### src/hw/rtl/rsa_pkg.sv
// ----------------------------------------------------------------------------
// rsa_pkg
// Shared types and constants for the rational sum accumulator.
// ----------------------------------------------------------------------------
package rsa_pkg;

	typedef enum logic [1:0] {
		ERR_NONE = 2'd0,
		ERR_ZERO = 2'd1,
		ERR_OVF  = 2'd2
	} err_t;

	typedef enum logic [1:0] {
		FORM_ZERO = 2'd0,
		FORM_FRAC = 2'd1,
		FORM_INT  = 2'd2,
		FORM_BOTH = 2'd3
	} form_t;

	// datapath commands
	typedef enum logic [3:0] {
		OP_NONE    = 4'd0,
		OP_LOAD    = 4'd1,  // capture request, start gcd(cd, den)
		OP_DIVCD   = 4'd2,  // div cd by g
		OP_DIVDEN  = 4'd3,  // div den by g
		OP_MUL1    = 4'd4,  // cdg*den
		OP_MUL2    = 4'd5,  // |sum|*dg
		OP_MUL3    = 4'd6,  // |num|*cdg
		OP_COMMIT  = 4'd7,  // add and update
		OP_FDIV    = 4'd8,  // |sum| / cd
		OP_FGCD    = 4'd9,  // gcd(|rem|, cd)
		OP_FDEN    = 4'd10, // cd / g
		OP_FREM    = 4'd11, // |rem| / g
		OP_CLEAR   = 4'd12  // load result, reset accumulator
	} op_t;

	typedef struct packed {
		op_t  op;
	} cmd_t;

	typedef struct packed {
		logic busy;     // divider, multiplier or gcd running
		logic err_held;
		logic last;
	} sts_t;

endpackage

### src/hw/rtl/rational_sum_accumulator.sv
// ----------------------------------------------------------------------------
// rational_sum_accumulator
// Exact fraction accumulator with mixed-number result.
// ----------------------------------------------------------------------------
// One request at a time: after a fraction is accepted, s_axis_tready returns
// once the datapath has run the binary gcd of the common denominator and the
// new denominator, two divisions and three multiplications, with a handoff
// between stages. The fraction marked last adds a final gcd and three more
// divisions before the result is loaded into the output register and the
// accumulator clears. A result not yet taken stalls only the next last
// fraction, just before its own result is loaded. While a zero-denominator
// or overflow error is held, a request skips the arithmetic, and one marked
// last goes straight on to loading the result.
module rational_sum_accumulator import rsa_pkg::*; (
	input  logic          clk,
	input  logic          arst_n,
	input  logic          s_axis_tvalid,
	output logic          s_axis_tready,
	input  logic [63:0]   s_axis_tdata,   // numerator[31:0], denominator[62:32]
	input  logic          s_axis_tlast,
	output logic          m_axis_tvalid,
	input  logic          m_axis_tready,
	// integer_part[63:0], fraction_numerator[127:64], fraction_denominator[190:128],
	// form[192:191], error[194:193]
	output logic [199:0]  m_axis_tdata
);

	cmd_t        cmd;
	sts_t        sts;
	logic [63:0] r_int, r_rem;
	logic [62:0] r_den;
	logic [1:0]  r_form, r_err;
	logic        in_fire, out_fire;

	assign in_fire  = s_axis_tvalid & s_axis_tready;
	assign out_fire = m_axis_tvalid & m_axis_tready;

	rsa_ctrl u_ctrl (
		.clk(clk), .arst_n(arst_n), .in_fire(in_fire), .in_last(s_axis_tlast),
		.in_den_zero(s_axis_tdata[62:32] == 31'd0), .out_fire(out_fire),
		.sts(sts), .cmd(cmd), .in_ready(s_axis_tready), .out_valid(m_axis_tvalid)
	);

	rsa_datapath u_dp (
		.clk(clk), .arst_n(arst_n), .cmd(cmd), .sts(sts),
		.in_num(s_axis_tdata[31:0]), .in_den(s_axis_tdata[62:32]),
		.in_last(s_axis_tlast), .res_int(r_int), .res_rem(r_rem), .res_den(r_den),
		.res_form(r_form), .res_err(r_err)
	);

	assign m_axis_tdata = {5'd0, r_err, r_form, r_den, r_rem, r_int};

endmodule

### src/hw/rtl/rsa_datapath.sv
// ----------------------------------------------------------------------------
// rsa_datapath
// Shared 64-bit radix-2 divider, shift-add multiplier, binary gcd and
// accumulator.
// ----------------------------------------------------------------------------
module rsa_datapath import rsa_pkg::*; (
	input  logic              clk,
	input  logic              arst_n,
	input  cmd_t              cmd,
	output sts_t              sts,
	input  logic [31:0]       in_num,
	input  logic [30:0]       in_den,
	input  logic              in_last,
	output logic [63:0]       res_int,
	output logic [63:0]       res_rem,
	output logic [62:0]       res_den,
	output logic [1:0]        res_form,
	output logic [1:0]        res_err
);

	logic [63:0] sum_q, cd_q;
	err_t        err_q;
	logic [31:0] num_q;
	logic [30:0] den_q;
	logic        last_q;

	logic [63:0] g_q, cdg_q, ncd_q, p1_q;
	logic [30:0] dg_q;
	logic        ovf_q;

	logic [63:0] quo_q, rem_q;
	logic [62:0] fden_q;
	logic        sneg_q;

	logic [63:0] res_int_q, res_rem_q;
	logic [62:0] res_den_q;
	form_t       res_form_q;
	err_t        res_err_q;

	// divider: q = dn / dd, one bit per cycle
	logic [63:0] dn_q, dd_q, dq_q, dr_q;
	logic [6:0]  dcnt_q;
	logic        dbusy_q;
	logic [64:0] dshift;
	logic [65:0] dtrial;

	// multiplier: 64x32 -> 96, one bit per cycle
	logic [63:0] ma_q;
	logic [95:0] mp_q;
	logic [5:0]  mcnt_q;
	logic        mbusy_q;
	logic [64:0] madd;

	// binary gcd
	logic [63:0] ga_q, gb_q;
	logic [5:0]  gk_q;
	logic        gbusy_q;

	logic [63:0] smag, s2;
	logic [31:0] nmag;
	logic [64:0] add_s;

	assign smag = sum_q[63] ? (64'd0 - sum_q) : sum_q;
	assign nmag = num_q[31] ? (32'd0 - num_q) : num_q;

	assign dshift = {dr_q, dn_q[63]};
	assign dtrial = {1'b0, dshift} - {2'b00, dd_q};

	assign madd = {1'b0, mp_q[95:32]} + (mp_q[0] ? {1'b0, ma_q} : 65'd0);

	assign s2    = num_q[31] ? (64'd0 - mp_q[63:0]) : mp_q[63:0];
	assign add_s = {p1_q[63], p1_q} + {s2[63], s2};

	// signed range check of |p| with sign
	function automatic logic rng_bad(input logic [95:0] p, input logic neg);
		if (p[95:64] != 32'd0) rng_bad = 1'b1;
		else if (neg) rng_bad = (p[63:0] > 64'h8000_0000_0000_0000);
		else rng_bad = p[63];
	endfunction

	always_ff @(posedge clk or negedge arst_n) begin
		if (!arst_n) begin
			sum_q      <= '0;
			cd_q       <= 64'd1;
			err_q      <= ERR_NONE;
			num_q      <= '0;
			den_q      <= '0;
			last_q     <= 1'b0;
			g_q        <= '0;
			cdg_q      <= '0;
			ncd_q      <= '0;
			p1_q       <= '0;
			dg_q       <= '0;
			ovf_q      <= 1'b0;
			quo_q      <= '0;
			rem_q      <= '0;
			fden_q     <= '0;
			sneg_q     <= 1'b0;
			res_int_q  <= '0;
			res_rem_q  <= '0;
			res_den_q  <= 63'd1;
			res_form_q <= FORM_ZERO;
			res_err_q  <= ERR_NONE;
			dn_q       <= '0;
			dd_q       <= '0;
			dq_q       <= '0;
			dr_q       <= '0;
			dcnt_q     <= '0;
			dbusy_q    <= 1'b0;
			ma_q       <= '0;
			mp_q       <= '0;
			mcnt_q     <= '0;
			mbusy_q    <= 1'b0;
			ga_q       <= '0;
			gb_q       <= '0;
			gk_q       <= '0;
			gbusy_q    <= 1'b0;
		end else begin
			if (dbusy_q) begin
				dr_q <= dtrial[65] ? dshift[63:0] : dtrial[63:0];
				dq_q <= {dq_q[62:0], ~dtrial[65]};
				dn_q <= {dn_q[62:0], 1'b0};
				dcnt_q <= dcnt_q - 7'd1;
				if (dcnt_q == 7'd1) dbusy_q <= 1'b0;
			end
			if (mbusy_q) begin
				mp_q <= {madd, mp_q[31:1]};
				mcnt_q <= mcnt_q - 6'd1;
				if (mcnt_q == 6'd1) mbusy_q <= 1'b0;
			end
			if (gbusy_q) begin
				if (ga_q == 64'd0) begin
					g_q <= gb_q << gk_q;
					gbusy_q <= 1'b0;
				end else if (gb_q == 64'd0) begin
					g_q <= ga_q << gk_q;
					gbusy_q <= 1'b0;
				end else if (!ga_q[0] && !gb_q[0]) begin
					ga_q <= {1'b0, ga_q[63:1]};
					gb_q <= {1'b0, gb_q[63:1]};
					gk_q <= gk_q + 6'd1;
				end else if (!ga_q[0]) begin
					ga_q <= {1'b0, ga_q[63:1]};
				end else if (!gb_q[0]) begin
					gb_q <= {1'b0, gb_q[63:1]};
				end else if (ga_q >= gb_q) begin
					ga_q <= ga_q - gb_q;
				end else begin
					gb_q <= gb_q - ga_q;
				end
			end
			unique case (cmd.op)
				OP_LOAD: begin
					num_q  <= in_num;
					den_q  <= in_den;
					last_q <= in_last;
					if (err_q == ERR_NONE) begin
						if (in_den == 31'd0) begin
							err_q <= ERR_ZERO;
						end else begin
							ga_q <= cd_q; gb_q <= {33'd0, in_den};
							gk_q <= '0; gbusy_q <= 1'b1;
						end
					end
				end
				OP_DIVCD: begin
					dn_q <= cd_q; dd_q <= g_q; dr_q <= '0; dq_q <= '0;
					dcnt_q <= 7'd64; dbusy_q <= 1'b1;
				end
				OP_DIVDEN: begin
					cdg_q <= dq_q;
					dn_q <= {33'd0, den_q}; dd_q <= g_q; dr_q <= '0; dq_q <= '0;
					dcnt_q <= 7'd64; dbusy_q <= 1'b1;
				end
				OP_MUL1: begin
					dg_q <= dq_q[30:0];
					ma_q <= cdg_q; mp_q <= {64'd0, 1'b0, den_q};
					mcnt_q <= 6'd32; mbusy_q <= 1'b1;
				end
				OP_MUL2: begin
					ovf_q <= (mp_q[95:63] != 33'd0);
					ncd_q <= mp_q[63:0];
					ma_q <= smag; mp_q <= {64'd0, 1'b0, dg_q};
					mcnt_q <= 6'd32; mbusy_q <= 1'b1;
				end
				OP_MUL3: begin
					ovf_q <= ovf_q | rng_bad(mp_q, sum_q[63]);
					p1_q <= sum_q[63] ? (64'd0 - mp_q[63:0]) : mp_q[63:0];
					ma_q <= cdg_q; mp_q <= {64'd0, nmag};
					mcnt_q <= 6'd32; mbusy_q <= 1'b1;
				end
				OP_COMMIT: begin
					if (ovf_q || rng_bad(mp_q, num_q[31]) ||
						(add_s[64] != add_s[63])) begin
						err_q <= ERR_OVF;
					end else begin
						sum_q <= add_s[63:0];
						cd_q  <= ncd_q;
					end
				end
				OP_FDIV: begin
					sneg_q <= sum_q[63];
					dn_q <= smag; dd_q <= cd_q; dr_q <= '0; dq_q <= '0;
					dcnt_q <= 7'd64; dbusy_q <= 1'b1;
				end
				OP_FGCD: begin
					quo_q <= dq_q; rem_q <= dr_q;
					ga_q <= dr_q; gb_q <= cd_q; gk_q <= '0; gbusy_q <= 1'b1;
				end
				OP_FDEN: begin
					dn_q <= cd_q; dd_q <= g_q; dr_q <= '0; dq_q <= '0;
					dcnt_q <= 7'd64; dbusy_q <= 1'b1;
				end
				OP_FREM: begin
					fden_q <= dq_q[62:0];
					dn_q <= rem_q; dd_q <= g_q; dr_q <= '0; dq_q <= '0;
					dcnt_q <= 7'd64; dbusy_q <= 1'b1;
				end
				OP_CLEAR: begin
					if (err_q == ERR_NONE) begin
						res_int_q  <= sneg_q ? (64'd0 - quo_q) : quo_q;
						res_rem_q  <= sneg_q ? (64'd0 - dq_q) : dq_q;
						res_den_q  <= fden_q;
						res_form_q <= form_t'({quo_q != 64'd0, rem_q != 64'd0});
					end else begin
						res_int_q <= '0; res_rem_q <= '0; res_den_q <= 63'd1;
						res_form_q <= FORM_ZERO;
					end
					res_err_q <= err_q;
					sum_q <= '0; cd_q <= 64'd1; err_q <= ERR_NONE;
				end
				default: begin
				end
			endcase
		end
	end

	assign sts.busy     = dbusy_q | mbusy_q | gbusy_q;
	assign sts.err_held = (err_q != ERR_NONE);
	assign sts.last     = last_q;

	assign res_int  = res_int_q;
	assign res_rem  = res_rem_q;
	assign res_den  = res_den_q;
	assign res_form = res_form_q;
	assign res_err  = res_err_q;

endmodule

### src/hw/rtl/rsa_ctrl.sv
// ----------------------------------------------------------------------------
// rsa_ctrl
// Sequencer for fold and final mixed-number conversion.
// ----------------------------------------------------------------------------
module rsa_ctrl import rsa_pkg::*; (
	input  logic clk,
	input  logic arst_n,
	input  logic in_fire,
	input  logic in_last,
	input  logic in_den_zero,
	input  logic out_fire,
	input  sts_t sts,
	output cmd_t cmd,
	output logic in_ready,
	output logic out_valid
);

	typedef enum logic [11:0] {
		S_IDLE = 12'b000000000001,
		S_GCD  = 12'b000000000010,
		S_DCD  = 12'b000000000100,
		S_DDEN = 12'b000000001000,
		S_M1   = 12'b000000010000,
		S_M2   = 12'b000000100000,
		S_M3   = 12'b000001000000,
		S_FIN  = 12'b000010000000,
		S_FDIV = 12'b000100000000,
		S_FGCD = 12'b001000000000,
		S_FDEN = 12'b010000000000,
		S_FREM = 12'b100000000000
	} state_t;

	state_t st_q;
	logic   ovalid_q;
	logic   out_free;

	assign out_free = !ovalid_q || out_fire;

	always_comb begin
		cmd.op = OP_NONE;
		unique case (st_q)
			S_IDLE: if (in_fire) cmd.op = OP_LOAD;
			S_GCD:  if (!sts.busy) cmd.op = OP_DIVCD;
			S_DCD:  if (!sts.busy) cmd.op = OP_DIVDEN;
			S_DDEN: if (!sts.busy) cmd.op = OP_MUL1;
			S_M1:   if (!sts.busy) cmd.op = OP_MUL2;
			S_M2:   if (!sts.busy) cmd.op = OP_MUL3;
			S_M3:   if (!sts.busy) cmd.op = OP_COMMIT;
			S_FIN: begin
				if (!sts.err_held) cmd.op = OP_FDIV;
				else if (out_free) cmd.op = OP_CLEAR;
			end
			S_FDIV: if (!sts.busy) cmd.op = OP_FGCD;
			S_FGCD: if (!sts.busy) cmd.op = OP_FDEN;
			S_FDEN: if (!sts.busy) cmd.op = OP_FREM;
			S_FREM: if (!sts.busy && out_free) cmd.op = OP_CLEAR;
			default: cmd.op = OP_NONE;
		endcase
	end

	assign in_ready  = (st_q == S_IDLE);
	assign out_valid = ovalid_q;

	always_ff @(posedge clk or negedge arst_n) begin
		if (!arst_n) begin
			st_q <= S_IDLE; ovalid_q <= 1'b0;
		end else begin
			unique case (st_q)
				S_IDLE: if (in_fire) begin
					if (sts.err_held || in_den_zero)
						st_q <= in_last ? S_FIN : S_IDLE;
					else st_q <= S_GCD;
				end
				S_GCD:  if (!sts.busy) st_q <= S_DCD;
				S_DCD:  if (!sts.busy) st_q <= S_DDEN;
				S_DDEN: if (!sts.busy) st_q <= S_M1;
				S_M1:   if (!sts.busy) st_q <= S_M2;
				S_M2:   if (!sts.busy) st_q <= S_M3;
				S_M3:   if (!sts.busy) st_q <= sts.last ? S_FIN : S_IDLE;
				S_FIN: begin
					if (!sts.err_held) st_q <= S_FDIV;
					else if (out_free) st_q <= S_IDLE;
				end
				S_FDIV: if (!sts.busy) st_q <= S_FGCD;
				S_FGCD: if (!sts.busy) st_q <= S_FDEN;
				S_FDEN: if (!sts.busy) st_q <= S_FREM;
				S_FREM: if (!sts.busy && out_free) st_q <= S_IDLE;
				default: st_q <= S_IDLE;
			endcase
			if (cmd.op == OP_CLEAR) ovalid_q <= 1'b1;
			else if (out_fire) ovalid_q <= 1'b0;
		end
	end

endmodule
### config.mk
export PLATFORM = sky130hd
export DESIGN_NAME = rational_sum_accumulator
export DESIGN_NICKNAME = d
export VERILOG_FILES = /design/src/hw/rtl/rsa_pkg.sv /design/src/hw/rtl/rational_sum_accumulator.sv /design/src/hw/rtl/rsa_datapath.sv /design/src/hw/rtl/rsa_ctrl.sv
export SDC_FILE = /design/constraint.sdc
export NUM_CORES = 2
export LEC_CHECK = 0
export ABC_AREA = 1
export BUFFER_PORTS_ARGS = -buffer_cell sky130_fd_sc_hd__buf_2
export CORE_ASPECT_RATIO = 1.75
export CORE_MARGIN = 2
export CORE_UTILIZATION = 35
export DETAILED_ROUTE_END_ITERATION = 8
export SYNTH_ARGS = -nofsm -noshare
export SYNTH_HDL_FRONTEND = slang
export SYNTH_SLANG_ARGS = --single-unit
export TNS_END_PERCENT = 5
### constraint.sdc
create_clock -name clk -period 9.62 [get_ports clk]
set_input_delay 0.962 -clock clk [delete_from_list [all_inputs] [get_ports clk]]
set_output_delay 0.962 -clock clk [all_outputs]
set_load 0.01 [all_outputs]
After elaboration in Yosys (flattened, before gate mapping) --
Index checks and enable logic that the tools add are counted.
Word-level totals: register bits after elaboration 1448, input bits 69, logic and storage cells 257, output and inout bits 202
Cells by class: add/sub/neg operators 13, bitwise logic cells 6, reductions and logical operators 39, $lt $le $gt $ge 2, eq/ne operators 43, muxes and demuxes 115, shift-type cells 2
Operators by type and width (number):
- 64-bit 2-to-1 mux | 36
- 64-bit one-hot mux with 2 select lines | 6
- 96-bit one-hot mux with 3 select lines | 1
- 64-bit one-hot mux with 4 select lines | 1
- 1-bit by 64-bit subtractor with 64-bit output, first input constant | 4
- 12-bit 2-to-1 mux | 14
- 12-bit one-hot mux with 12 select lines | 1
- 64-bit zero test | 2
- 64-bit nonzero test | 2
- 64-bit by 6-bit left shift with 64-bit output | 2
- 64-bit subtractor | 2
- 96-bit 2-to-1 mux | 1
- 65-bit by 64-bit subtractor with 66-bit output | 1
- 64-bit by 64-bit adder with 65-bit output | 1
- 64-bit by 65-bit adder with 65-bit output | 1
- 64-bit greater-or-equal comparator | 1
- 64-bit > comparator, second input constant | 1
- 63-bit 2-to-1 mux | 1
- 6-bit 2-to-1 mux | 8
- 4-bit one-hot mux with 12 select lines | 1
- 33-bit nonzero test | 1
- 32-bit 2-to-1 mux | 1
- 32-bit nonzero test | 1
- 1-bit by 32-bit subtractor with 32-bit output, first input constant | 1
- other kinds (53) | 129

Logic depth before layout (Yosys ltp) --
word-level depth 12, mapped depth 35, depth with buffers taken out 32

By module --
Synthesis repeated with hierarchy kept, for this count alone.
Unflattened totals: cell total of the unflattened synthesis 14365, area total of the unflattened synthesis 98898.6 um^2
Modules (own cells, without submodules):
- rsa_datapath | cells an instance 14171, times used 1, area an instance 97686.2 um^2, seq. area each 35911.9 um^2
- rsa_ctrl | cells an instance 153, times used 1, area an instance 1039.7 um^2, seq. area each 326.6 um^2
- rational_sum_accumulator | cells an instance 41, times used 1, area an instance 172.7 um^2, seq. area each 0.0 um^2

Least setup slack after synthesis --
Ideal clock, no wire load.
kind register to register, start register u_dp.mp_q[0], end register u_dp.sum_q[60], setup slack 5.126 ns, period minus slack after synthesis 4.494 ns, buffers on the path 4, required time 9.554 ns, arrival time 4.428 ns, setup time 0.066 ns, cell stages (with the launch flop) 31, cells stage by stage dfrtp_1 clkbuf_1 clkbuf_1 inv_1 ha_1 nand2_1 nor2_1 inv_1 nor2_1 nand2_1 inv_1 nand4_1 nor2_1 nand4_1 o21ai_0 nand3_1 o21ai_0 ha_1 a21oi_1 o21ai_0 a211oi_1 o21ai_0 a21oi_1 nand2_1 nand2_1 nand2_1 nand2_2 buf_6 buf_1 nand3_1 nand2_1
On the way: longest elaborated chain between the ends 8, elaborated cells between the ends (all ways) 14, classes of those cells add/sub (2); order compare (1); eq/ne (2); mux (6); reduce/logical (3)
RTL lines:
- start, declared | line rsa_datapath.sv:49 | logic [95:0] mp_q;
- start signal, assigned | line rsa_datapath.sv:127 | mp_q <= {madd, mp_q[31:1]};
- start signal, assigned | line rsa_datapath.sv:177 | ma_q <= cdg_q; mp_q <= {64'd0, 1'b0, den_q};
- start signal, assigned | line rsa_datapath.sv:183 | ma_q <= smag; mp_q <= {64'd0, 1'b0, dg_q};
- parallel branches: the longest is 8 deep, another holds 64-bit by 64-bit adder with 65-bit output
- end signal, assigned | line rsa_datapath.sv:197 | sum_q <= add_s[63:0];
- end, declared | line rsa_datapath.sv:21 | logic [63:0] sum_q, cd_q;
Parallel ways; which one is timed is not known. The select of a mux whose other input is x is not followed. A chain may end at the register's enable or synchronous reset.

Final worst setup path --
start register u_dp.mp_q[1], end register u_dp.cd_q[4]
On the way: longest elaborated chain between the ends 8, elaborated cells between the ends (all ways) 12, classes of those cells add/sub (2); order compare (1); eq/ne (2); mux (4); reduce/logical (3)
RTL lines:
- parallel branches: the longest is 5 deep, another holds 64-bit by 64-bit adder with 65-bit output
- 1-bit logical OR (*) | line rsa_datapath.sv:193 | if (ovf_q || rng_bad(mp_q, num_q[31]) ||
- 2-bit != test (no source line) (*)
- 2-bit AND reduction (no source line) (*)
- end signal, assigned | line rsa_datapath.sv:198 | cd_q <= ncd_q;
- end, declared | line rsa_datapath.sv:21
Every way passes the cells marked *. The select of a mux whose other input is x is not followed.

==> out/qor.txt <==
RSZ-0062 raised after global routing: no
Sw Share: 54.0%
CTS tree: done
power density over the cells: 298 nW/µm²
final hold vios: 0
Synth Instances: 14300
crit path max-delay cell type: buf_4
Final Critical Period: 7.26 ns
Slew @ Worst Pin: 1.56 ns
Worst path max stage delay: 0.59 ns
Die ar.: 286000 µm²
Sink Count: 1448
mux share of post-synthesis cell area: 0.0101%
NumNets Final: 14600
setup total negative slack: 0 ns
switching pwr: 0.0175 W
clock share of power: 19.2%
largest family of logic cells by synthesized area: simple AND/OR/NAND/NOR gates
Tot GR Track Use: 36.8%
Post-route DRC: 0
Synth Area in Adders: 4.30%
initial antenna violation count: 44
average size of a mapped cell: 6.91 µm²
#FFs+latches synth: 1448
Logic pwr share: 57.1%
post-CTS resize count: 0
GP Congestion: 1.10
sequential power share: 23.7%
fill cell count: 30600
Unique masters post-synth: 74
number of setup violations in the final report: 0
first-pass GRT wire length: 753000 µm
sequential cell area: 36300 µm²
max_slew headroom: -5.12%
Fmax: 0.138 GHz
ys flop type: dfrtp_1
worst skew pair latency: 0.87 ns
I/O Buffers: 264
XOR/XNOR share of the synthesized area: 3.22%
footprint of the multi-input gates: 53800 µm²
Final Cycle Share: 75.5%
Max Root-Sink Buffers: 4
DR pass1 iterations: 9
Crit Path Max Fanout: 59
DR vias/cell: 5.71
CORE AREA: 280000 µm²
CP arrival: 8.01 ns
starting density of the core: 35.2%
internal power: 0.0149 W
Leak Pwr: 51.9 nW
pre-CTS setup slack: 2.73 ns
Mapped Area: 98700 µm²
ANT nets after route: 0
largest net degree at the start of global routing: 196
Seq/Total Area, Yosys: 36.7%
Clock transition at path regs: 0.07 ns
post-synthesis compound-gate area fraction: 18.6%
peak supply drop: 0.169 mV
# rows: 257
asr flop ratio synth: 100%
CTS Root Cell: clkbuf_16
Die Width: 405 µm
Final Power: 0.0324 W
DR vias: 103000
CP required: 10.37 ns
simple-gate share of the synthesized area: 28.2%
Worst Slack Setup Final: 2.36 ns
die height: 706 µm
Worst Skew: 0.0762 ns
pins over their slew limit: 5
Final Cell Area: 109000 µm²
synthesis-to-layout area growth: 10.1%
post-CTS setup buffer count: 0
placed instance area: 104000 µm²
number of flops mapped to enable cells by yosys: 0
fraction of layout instances using a drive strength above 1: 5.66%
element type at the critical path end: flip-flop
DR WL/cell: 29.6 µm
final core occ: 38.8%
total wire length: 536000 µm
CTS Buf Count: 150
R2R Setup Slk: 2.36 ns
Hold Path Class: in -> async
max_cap viols: 2
Reg with most FFs: u_dp.mp_q
Top-Level Pins: 271
CP startpoint kind: flip-flop
Hold Buf Count CTS: 0
grt ovf: 0
max FFs per register: 96
# H-tree levels: 4
First DRT Iteration DRCs: 8582
status: finished, violations left
post-DP HPWL: 430000 µm
violated checks: capacitance limit, slew limit
number of global-route vias before repair: 104000
most numerous cell on the critical path: nand2_1
crit path kind: reg -> reg
Ys Warns: 0
cell usage in the layout (no fill, tap or decap), drive strengths merged, types with 52 or more instances in the layout:
cell type and count:
ha 331, dfrtp 1445, a21o 60, nor4 105
nand3 1389, buf 430, o21bai 61, a21oi 852
a31oi 52, nand4 158, inv 1618, nor2 1205
clkbuf 195, o211ai 163, nand2 3537, nor3 158
o21ai 1475, xnor2 96, o22ai 274, xor2 267
a22o 65
metrics by stage:
stage               hold WS (ns)  std cells
floorplan                  0.449      14300
global placement           0.458      17800
detailed placement         0.461      17800
CTS                       0.0593      18100
global route              0.0758      18100
finish                    0.0269      18100
power by group through the flow:
stage	clock, W	sequential, W	combinational (W)
CTS	0.00628	0.00761	0.0178
global placement	0	0.00771	0.0178
floorplan	0	0.00738	0.0106
global route	0.00648	0.00771	0.0195
detailed placement	0	0.00772	0.0177
finish	0.00622	0.00766	0.0185
area by class of cell:
class,instances,area share [%]
Antenna cell,27,0.0622
Timing Repair Buffer,430,2.56
Inverter,1621,5.61
Clock buffer,195,3.88
Multi-Input combinational cell,10600,49.5
Tap cell,3755,4.32
Sequential cell,1448,33.4
Clock inverter,61,0.679
cells by family (layout without fill, tap and decap cells):
logic type / after synthesis / after routing
DFF: 1448 / 1448
other: 1 / 32
adders and majority gates: 336 / 336
buffers and inverters: 2271 / 2307
xor gates and xnor gates: 363 / 363
muxes: 1 / 1
AOI/OAI and AO/OA: 3245 / 3245
and+or+nand+nor: 6616 / 6616
Yosys cell counts, drive strengths merged (105+ instances only):
cell	number	share of area, %
nand2	3537	14
inv	1610	6.1
o21ai	1475	7.5
dfrtp	1445	37
nand3	1389	7.1
nor2	1205	4.6
a21oi	852	4.3
clkbuf	424	1.6
ha	331	4.2
o22ai	274	1.7
xor2	267	2.4
buf	226	1.2
o211ai	163	1.2
nand4	158	1.0
nor3	158	0.83
nor4	105	0.67
worst max-delay path, delay by kind of cell (launching register included):
family	cells	cell delay [ns]
AND/OR/NAND/NOR	17	4.09
buffers and inverters	7	1.31
adder cells (fa/ha/maj)	2	0.63
flip-flops	1	0.38
XOR/XNOR	1	0.31
AO/OA/AOI/OAI	2	0.22
routing by layer:
| metal | track usage, % | up-vias | wire length [µm] |
|---|---|---|---|
| met5 | 0 | - | 163 |
| met4 | 43.0 | 26 | 77000 |
| met3 | 6.38 | 1978 | 28800 |
| met2 | 64.0 | 4182 | 263000 |
| met1 | 33.9 | 49700 | 167000 |
| li1 | - | 47500 | - |
path summary, 6_finish.rpt:
path | cells past startpoint | to | from
worst max-delay path | 29 | u_dp.cd_q[4] | u_dp.mp_q[1]
worst min-delay path | 1 | u_dp.res_int[14] | arst_n
worst max register to register | 29 | u_dp.cd_q[4] | u_dp.mp_q[1]
worst min register to register | 2 | u_dp.cd_q[31] | u_dp.ncd_q[31]
max in group asynchronous | 3 | u_dp.mp_q[77] | arst_n
min in group clk | 3 | u_dp.num_q[14] | s_axis_tdata[14]
(Power assumes the default switching activity.)
